File: src/rtl/assert_macros.svh
// assertion macros used by the rtl top level
`ifndef ASSERT_MACROS_SVH
`define ASSERT_MACROS_SVH

// property must hold at every rising clock edge outside reset
`define ASSERT_CLK(lbl, clk, rst, prop, msg) \
  lbl: assert property (@(posedge clk) disable iff (rst) prop) else $error(msg);

// condition must never be seen at a clock edge outside reset
`define ASSERT_NEVER(lbl, clk, rst, cond, msg) \
  lbl: assert property (@(posedge clk) disable iff (rst) !(cond)) else $error(msg);

`endif

File: src/rtl/rsfir_pkg.sv
// constants, types and helpers of the rational resampling fir
`default_nettype none
package rsfir_pkg;

  // sizes of the block
  localparam int MAX_TAPS    = 128;
  localparam int MAX_FACTOR  = 16;
  localparam int SAMPLE_BITS = 24;
  localparam int COEF_BITS   = 18;
  localparam int FRAC_BITS   = COEF_BITS - 1;

  // fixed field widths
  localparam int FCFG_W    = 5;
  localparam int TAPCNT_W  = 8;
  localparam int REQ_W     = 2;
  localparam int TAPIDX_W  = 7;
  localparam int CFG_IDX_W = 2;
  localparam int CFG_DW    = 8;

  // derived widths
  localparam int TAP_AW = $clog2(MAX_TAPS);
  localparam int NT_W   = $clog2(MAX_TAPS + 1);
  localparam int FAC_W  = $clog2(MAX_FACTOR + 1);
  localparam int PH_W   = $clog2(MAX_FACTOR);
  localparam int TW     = $clog2(MAX_TAPS + MAX_FACTOR);
  localparam int PROD_W = SAMPLE_BITS + COEF_BITS;
  localparam int ACC_W  = PROD_W + TAP_AW;
  localparam int SCL_W  = ACC_W + FAC_W + 1;

  // request codes
  localparam logic [REQ_W-1:0] REQ_SAMPLE = REQ_W'(0);
  localparam logic [REQ_W-1:0] REQ_TAP    = REQ_W'(1);
  localparam logic [REQ_W-1:0] REQ_CLEAR  = REQ_W'(2);

  // register indexes
  localparam logic [CFG_IDX_W-1:0] CFG_UP   = CFG_IDX_W'(0);
  localparam logic [CFG_IDX_W-1:0] CFG_DOWN = CFG_IDX_W'(1);
  localparam logic [CFG_IDX_W-1:0] CFG_TAPS = CFG_IDX_W'(2);

  // sequencer to mac controls
  typedef struct packed {
    logic clear;
    logic load;
    logic scale;
  } mac_ctl_t;

  // mac status and rounded result
  typedef struct packed {
    logic                          busy;
    logic signed [SAMPLE_BITS-1:0] out_sample;
    logic                          saturated;
  } mac_st_t;

  // factor register to working factor, zero acts as one
  function automatic logic [FAC_W-1:0] clamp_factor(logic [FCFG_W-1:0] v);
    if (v == '0) return FAC_W'(1);
    if (int'(v) > MAX_FACTOR) return FAC_W'(MAX_FACTOR);
    return FAC_W'(v);
  endfunction

  // tap count register to working tap count
  function automatic logic [NT_W-1:0] clamp_taps(logic [TAPCNT_W-1:0] v);
    if (int'(v) > MAX_TAPS) return NT_W'(MAX_TAPS);
    return NT_W'(v);
  endfunction

endpackage
`default_nettype wire

File: src/rtl/rsfir_mac.sv
// shared multiply-accumulate, gain, rounding and saturation
`default_nettype none
module rsfir_mac import rsfir_pkg::*; (
  input  wire logic                          clk,
  input  wire logic                          rst,
  input  wire mac_ctl_t                      ctl,
  input  wire logic signed [COEF_BITS-1:0]   coef,
  input  wire logic signed [SAMPLE_BITS-1:0] smp,
  input  wire logic [FAC_W-1:0]              gain,
  output mac_st_t                            st
);

  localparam int V_W = SCL_W - FRAC_BITS;
  localparam logic signed [SCL_W-1:0] HALF = SCL_W'(64'd1 << (FRAC_BITS - 1));
  localparam logic signed [V_W-1:0] SMAX = V_W'((64'd1 << (SAMPLE_BITS - 1)) - 64'd1);
  localparam logic signed [V_W-1:0] SMIN = -SMAX - V_W'(1);

  logic signed [PROD_W-1:0] prod;
  logic                     mul_v;
  logic signed [ACC_W-1:0]  acc;
  logic signed [SCL_W-1:0]  scaled;
  logic signed [FAC_W:0]    gain_s;
  logic signed [SCL_W-1:0]  rsum;
  logic signed [V_W-1:0]    vq;
  logic                     hi_clip;
  logic                     lo_clip;

  assign gain_s = signed'({1'b0, gain});

  // product stage
  always_ff @(posedge clk) begin
    if (ctl.load) begin
      prod <= coef * smp;
    end
  end

  always_ff @(posedge clk) begin
    if (rst) begin
      mul_v <= 1'b0;
    end else begin
      mul_v <= ctl.load;
    end
  end

  // accumulate and apply the interpolation gain
  always_ff @(posedge clk) begin
    if (ctl.clear) begin
      acc <= '0;
    end else if (mul_v) begin
      acc <= acc + {{(ACC_W - PROD_W){prod[PROD_W-1]}}, prod};
    end
    if (ctl.scale) begin
      scaled <= acc * gain_s;
    end
  end

  // round half up, drop fraction bits, clip
  assign rsum    = scaled + HALF;
  assign vq      = rsum[SCL_W-1:FRAC_BITS];
  assign hi_clip = vq > SMAX;
  assign lo_clip = vq < SMIN;

  always_comb begin
    st.busy      = ctl.load | mul_v;
    st.saturated = hi_clip | lo_clip;
    if (hi_clip) begin
      st.out_sample = SMAX[SAMPLE_BITS-1:0];
    end else if (lo_clip) begin
      st.out_sample = SMIN[SAMPLE_BITS-1:0];
    end else begin
      st.out_sample = vq[SAMPLE_BITS-1:0];
    end
  end

endmodule
`default_nettype wire

File: config.mk
export PLATFORM = sky130hd
export DESIGN_NAME = rsfir_mac
export DESIGN_NICKNAME = d
export VERILOG_FILES = /design/src/rtl/assert_macros.svh /design/src/rtl/rsfir_pkg.sv /design/src/rtl/rsfir_mac.sv
export SDC_FILE = /design/constraint.sdc
export NUM_CORES = 2
export LEC_CHECK = 0
export BUFFER_PORTS_ARGS = -buffer_cell sky130_fd_sc_hd__clkbuf_2
export CAP_MARGIN = 20
export CORE_MARGIN = 1
export CORE_UTILIZATION = 40
export DETAILED_ROUTE_END_ITERATION = 10
export GPL_TIMING_DRIVEN = 0
export PLACE_DENSITY_LB_ADDON = 0.3
export SLEW_MARGIN = 0
export SYNTH_ARGS = -nofsm -noshare
export SYNTH_HDL_FRONTEND = slang
export SYNTH_SLANG_ARGS = --single-unit
File: constraint.sdc
create_clock -name clk -period 9.09 [get_ports clk]
set_input_delay 0.4545 -clock clk [delete_from_list [all_inputs] [get_ports clk]]
set_output_delay 0.4545 -clock clk [all_outputs]
set_load 0.01 [all_outputs]
; Word level (Yosys, flattened, before mapping)
; Cells that the tools add are included.
[totals]
elab_cells = 14
input_bits = 52
ff_bits = 147
[op_classes]
order_cmp = 2
multipliers = 2
muxes = 2
bitwise_logic = 2
add_sub_neg = 2
[ops]
columns = operator, count
row1 = $add 55x18->55 const B, 1
row2 = $mul 49x6->55, 1
row3 = $add 49x49->49, 1
row4 = $mux 24, 2
row5 = $mul 18x24->42, 1
row6 = $gt 38x24->1 const B, 1
row7 = $lt 38x24->1 const B, 1
row8 = $or 1x1->1, 2

; Depth between registers and ports, before layout
[logic_depth]
word_depth = 4
ltp_mapped = 26
mapped_depth_nobuf = 24

; Worst setup path before layout
; No wires, ideal clock.
[synth_path]
path_type = input to register
from = input port smp[10]
to = register prod[41] (data pin)
arrival_time_ns = 6.355
path_buffers = 2
setup_slack_ns = 2.475
path_stages = 23
setup_time_ns = 0.260
cell_sequence = clkbuf_1 -> clkbuf_1 -> nand2_1 -> fa_1 -> fa_1 -> fa_1 -> inv_1 -> fa_1 -> fa_1 -> inv_1 -> fa_1 -> inv_1 -> ha_1 -> and2_1 -> nand3_1 -> o22ai_1 -> a311oi_1 -> a21oi_1 -> o211ai_1 -> a21oi_1 -> a221o_1 -> a31oi_1 -> xnor2_1
[synth_via]
elab_chain_cells = 1
[synth_rtl]
columns = element, line
row1 = "start, declared", rsfir_mac.sv:8  ; input wire logic signed [SAMPLE_BITS-1:0] smp,
row2 = $mul 18x24->42, rsfir_mac.sv:33  ; prod <= coef * smp;
row3 = "end signal, assigned", rsfir_mac.sv:33
row4 = "end, declared", rsfir_mac.sv:18  ; logic signed [PROD_W-1:0] prod;
; Every way passes these cells.
; A chain may end at the register's enable or synchronous reset.

; Final worst setup path
[layout_path]
from = input port smp[8]
to = register prod[41] (data pin)
; Same word-level chain as after synthesis.

==> reports/results.md <==
• total wirelength of the detailed-routed design: 77.3 mm
• max-cap check violation count: 0
• largest net degree at the start of global routing: 45
• async set or reset register ratio after synthesis: 0%
• Post-synth top flop: sky130_fd_sc_hd__edfxtp_1
• destination of the worst hold path: mul_v
• leading cell type in the layout, fill and taps excluded: sky130_fd_sc_hd__inv_1
• R2R setup slack: 3.81 ns
• Clock Tree Root: sky130_fd_sc_hd__clkbuf_16
• clock-pin slew on the worst setup and hold paths: 0.06 ns
• GRT Total Usage: 20.5%
• relative slew slack: 32.4%
• total of hold buffers inserted after clock tree synthesis: 0
• share of layout cells above drive strength 1: 3.54%
• leading cell types in the layout, fill and taps excluded: sky130_fd_sc_hd__inv_1 (634), sky130_fd_sc_hd__fa_1 (573), sky130_fd_sc_hd__nand2_1 (487)
• via count normalized by instance count: 5.00
• WHS Path Cells: 2
• Die Span X: 279 um
• Total Die Area: 78000 um^2
• data arrival time of the critical path: 7.77 ns
• proportion of netlist area held by the largest area contributor: 37.3%
• Final Wtd Congestion: 0.919
• Worst Hold Class: in -> reg
• area delta synth->final: 7.23%
• top area cells in the synthesized netlist: sky130_fd_sc_hd__fa_1 (37%), sky130_fd_sc_hd__ha_1 (11%), sky130_fd_sc_hd__edfxtp_1 (7.9%), sky130_fd_sc_hd__inv_1 (7.7%), sky130_fd_sc_hd__nand2_1 (5.9%)
• number of core rows: 101
• diode count: 0
• final design utilization: 43.4%
• post-synthesis net count: 4328
• Yosys Warn Count: 0
• flop and latch count out of synthesis: 131
• via count of the routed design: 22.8k
• detailed-route wire length per cell: 16.9 um
• fin. max-slew vios: 0
• crit path capture type: register
• first-pass GRT wire length: 126 mm
• initial antenna violation count: 0
• number of search-and-repair iterations in the first detailed-routing pass: 5
• core area: 75900 um^2
• # Post-CTS Setup Buffers: 0
• clock sink count: 131
• average size of a mapped cell: 8.92 um^2
• total setup violations reported at the end of the flow: 0
• number of buffers created by CTS: 17
• number of antenna-violating nets in the routed design: 0
• detailed placer's ending HPWL: 65.4 mm
• Required @ worst endpoint: 9.27 ns
• proportion of synthesized chip area in sequential cells: 11.2%
• number of violations reported at the end of detailed-routing iteration 0: 1335
• cell count after synthesis: 3445
• post-synthesis cell type with the largest combined area: sky130_fd_sc_hd__fa_1
• Non-Filler Instances: 4566
• worst-path maximum fanout: 10
• period utilization: 83.5%
• setup tns final: 0 ns
• status: finished, final reports clean
• unrepaired setup endpoints after global routing: no
• die height: 279 um
• number of buffer cells added on primary ports: 59
• GRT Residual Overflow: 0
• Clock H-tree levels: 4
• final-layout fill cell count: 7564
• worst-margin pin slew: 1.01 ns
• R2R depth: 17
• Final Critical Period: 7.59 ns
• Critical Setup Path Class: in -> reg
• number of global-route vias before repair: 23.5k
• Syn Std Cell Area: 30700 um^2
• final hold vios: 0
• startpoint of the tightest hold check path: rst
• initial cell density of the core: 40.5%
• reg-to-reg endpoint: scaled[54]
• library cells used by synthesis: 81
• number of synthesized flops with an enable pin: 81
• Critical Path Start Type: primary input
• Max Fclk: 0.132 GHz
• number of instances resized during post-cts repair: 0
• clock buffer depth: 2
• startpoint of the lowest-slack register-to-register path: acc[3]
• TritonCTS clock tree: yes
• NumNets Final: 4406
• total I/O pin count: 78
• later-pin clock latency in the skew report: 0.44 ns
• DRC violation count after routing: 0
• Worst Skew: 0.0103 ns
• cell count after placement: 4534
layer usage:
metal  wire length, um  GRT usage [%]
met1             35900           28.3
met2             34100           32.6
met3              4580           3.08
met4              2720           7.14
met5                 0              0
cell type report:
type                       count  area [um^2]  share of cell area [%]
clock inverter                14          210                   0.638
buffer                       142          552                    1.67
multi-input combinational   2536        24400                    73.9
inverter                     636         2390                    7.24
clock buffer                  18          429                    1.30
sequential                   131         3430                    10.4
timing repair buffer          59          295                   0.896
tap                         1030         1290                    3.91
stage by stage:
step / area, um^2 / hold slack (ns) / worst slack [ns]
after detailed placement: 32300 / 0.567 / 1.18
after CTS: 33000 / 0.149 / 1.65
after global placement: 32300 / 0.559 / 1.18
final: 33000 / 0.165 / 1.50
after floorplan: 30700 / 0.504 / 2.47
after global routing: 33000 / 0.163 / 1.28
logic make-up (layout without fill, tap and decap cells):
group | Yosys count | count (layout) | synth area share, %
simple gates | 1071 | 1071 | 17.0
xor+xnor | 145 | 145 | 4.13
mux | 25 | 25 | 0.818
compound gates | 464 | 464 | 9.54
buf+inv | 778 | 869 | 9.56
flops | 131 | 131 | 11.2
fa+ha+maj | 831 | 831 | 47.8
cells in the mapped netlist (24+ instances only):
master                     number
sky130_fd_sc_hd__dfxtp_1       50
sky130_fd_sc_hd__nor2_1       136
sky130_fd_sc_hd__xor2_1        52
sky130_fd_sc_hd__o21ai_0       85
sky130_fd_sc_hd__a21o_1        66
sky130_fd_sc_hd__clkbuf_1     138
sky130_fd_sc_hd__nand3_1       36
sky130_fd_sc_hd__xnor2_1       93
sky130_fd_sc_hd__nand2_1      487
sky130_fd_sc_hd__edfxtp_1      81
sky130_fd_sc_hd__nand4_1       34
sky130_fd_sc_hd__and2_1       261
sky130_fd_sc_hd__mux2i_1       24
sky130_fd_sc_hd__inv_1        634
sky130_fd_sc_hd__fa_1         573
sky130_fd_sc_hd__ha_1         258
sky130_fd_sc_hd__a21oi_1      145
sequential cells by signal, summed over array words and instances (netlist names):
| name | cells |
|---|---|
| acc | 49 |
| scaled | 39 |
| mul_v | 1 |
| prod | 42 |
worst max-delay path, stage by stage:
cell and delay (ns):
sky130_fd_sc_hd__clkbuf_1 0.48, sky130_fd_sc_hd__clkbuf_1 0.55, sky130_fd_sc_hd__nand2_1 0.16, sky130_fd_sc_hd__fa_1 0.59, sky130_fd_sc_hd__fa_1 0.44, sky130_fd_sc_hd__fa_1 0.44
sky130_fd_sc_hd__fa_1 0.59, sky130_fd_sc_hd__inv_1 0.07, sky130_fd_sc_hd__fa_1 0.47, sky130_fd_sc_hd__inv_1 0.05, sky130_fd_sc_hd__fa_1 0.52, sky130_fd_sc_hd__inv_1 0.04
sky130_fd_sc_hd__ha_1 0.35, sky130_fd_sc_hd__and2_1 0.22, sky130_fd_sc_hd__nand3_1 0.10, sky130_fd_sc_hd__o22ai_1 0.07, sky130_fd_sc_hd__a311oi_1 0.67, sky130_fd_sc_hd__a21oi_1 0.23
sky130_fd_sc_hd__o211ai_1 0.39, sky130_fd_sc_hd__a21oi_1 0.18, sky130_fd_sc_hd__a221o_1 0.38, sky130_fd_sc_hd__a31oi_1 0.20, sky130_fd_sc_hd__xnor2_1 0.10
how the worst max path moves through the flow:
stage | from | to | slack [ns] | depth (start not counted)
finish | smp[8] | prod[41] | 1.50 | 23
global route | smp[8] | prod[41] | 1.28 | 23
CTS | smp[8] | prod[41] | 1.65 | 23
detailed placement | smp[8] | prod[41] | 1.18 | 23
global placement | smp[8] | prod[41] | 1.18 | 23
floorplan | smp[10] | prod[41] | 2.47 | 23
Power is left out: the tool's default activity adds up to more than one toggle a clock period on the data nets, which glitch-free logic cannot reach.
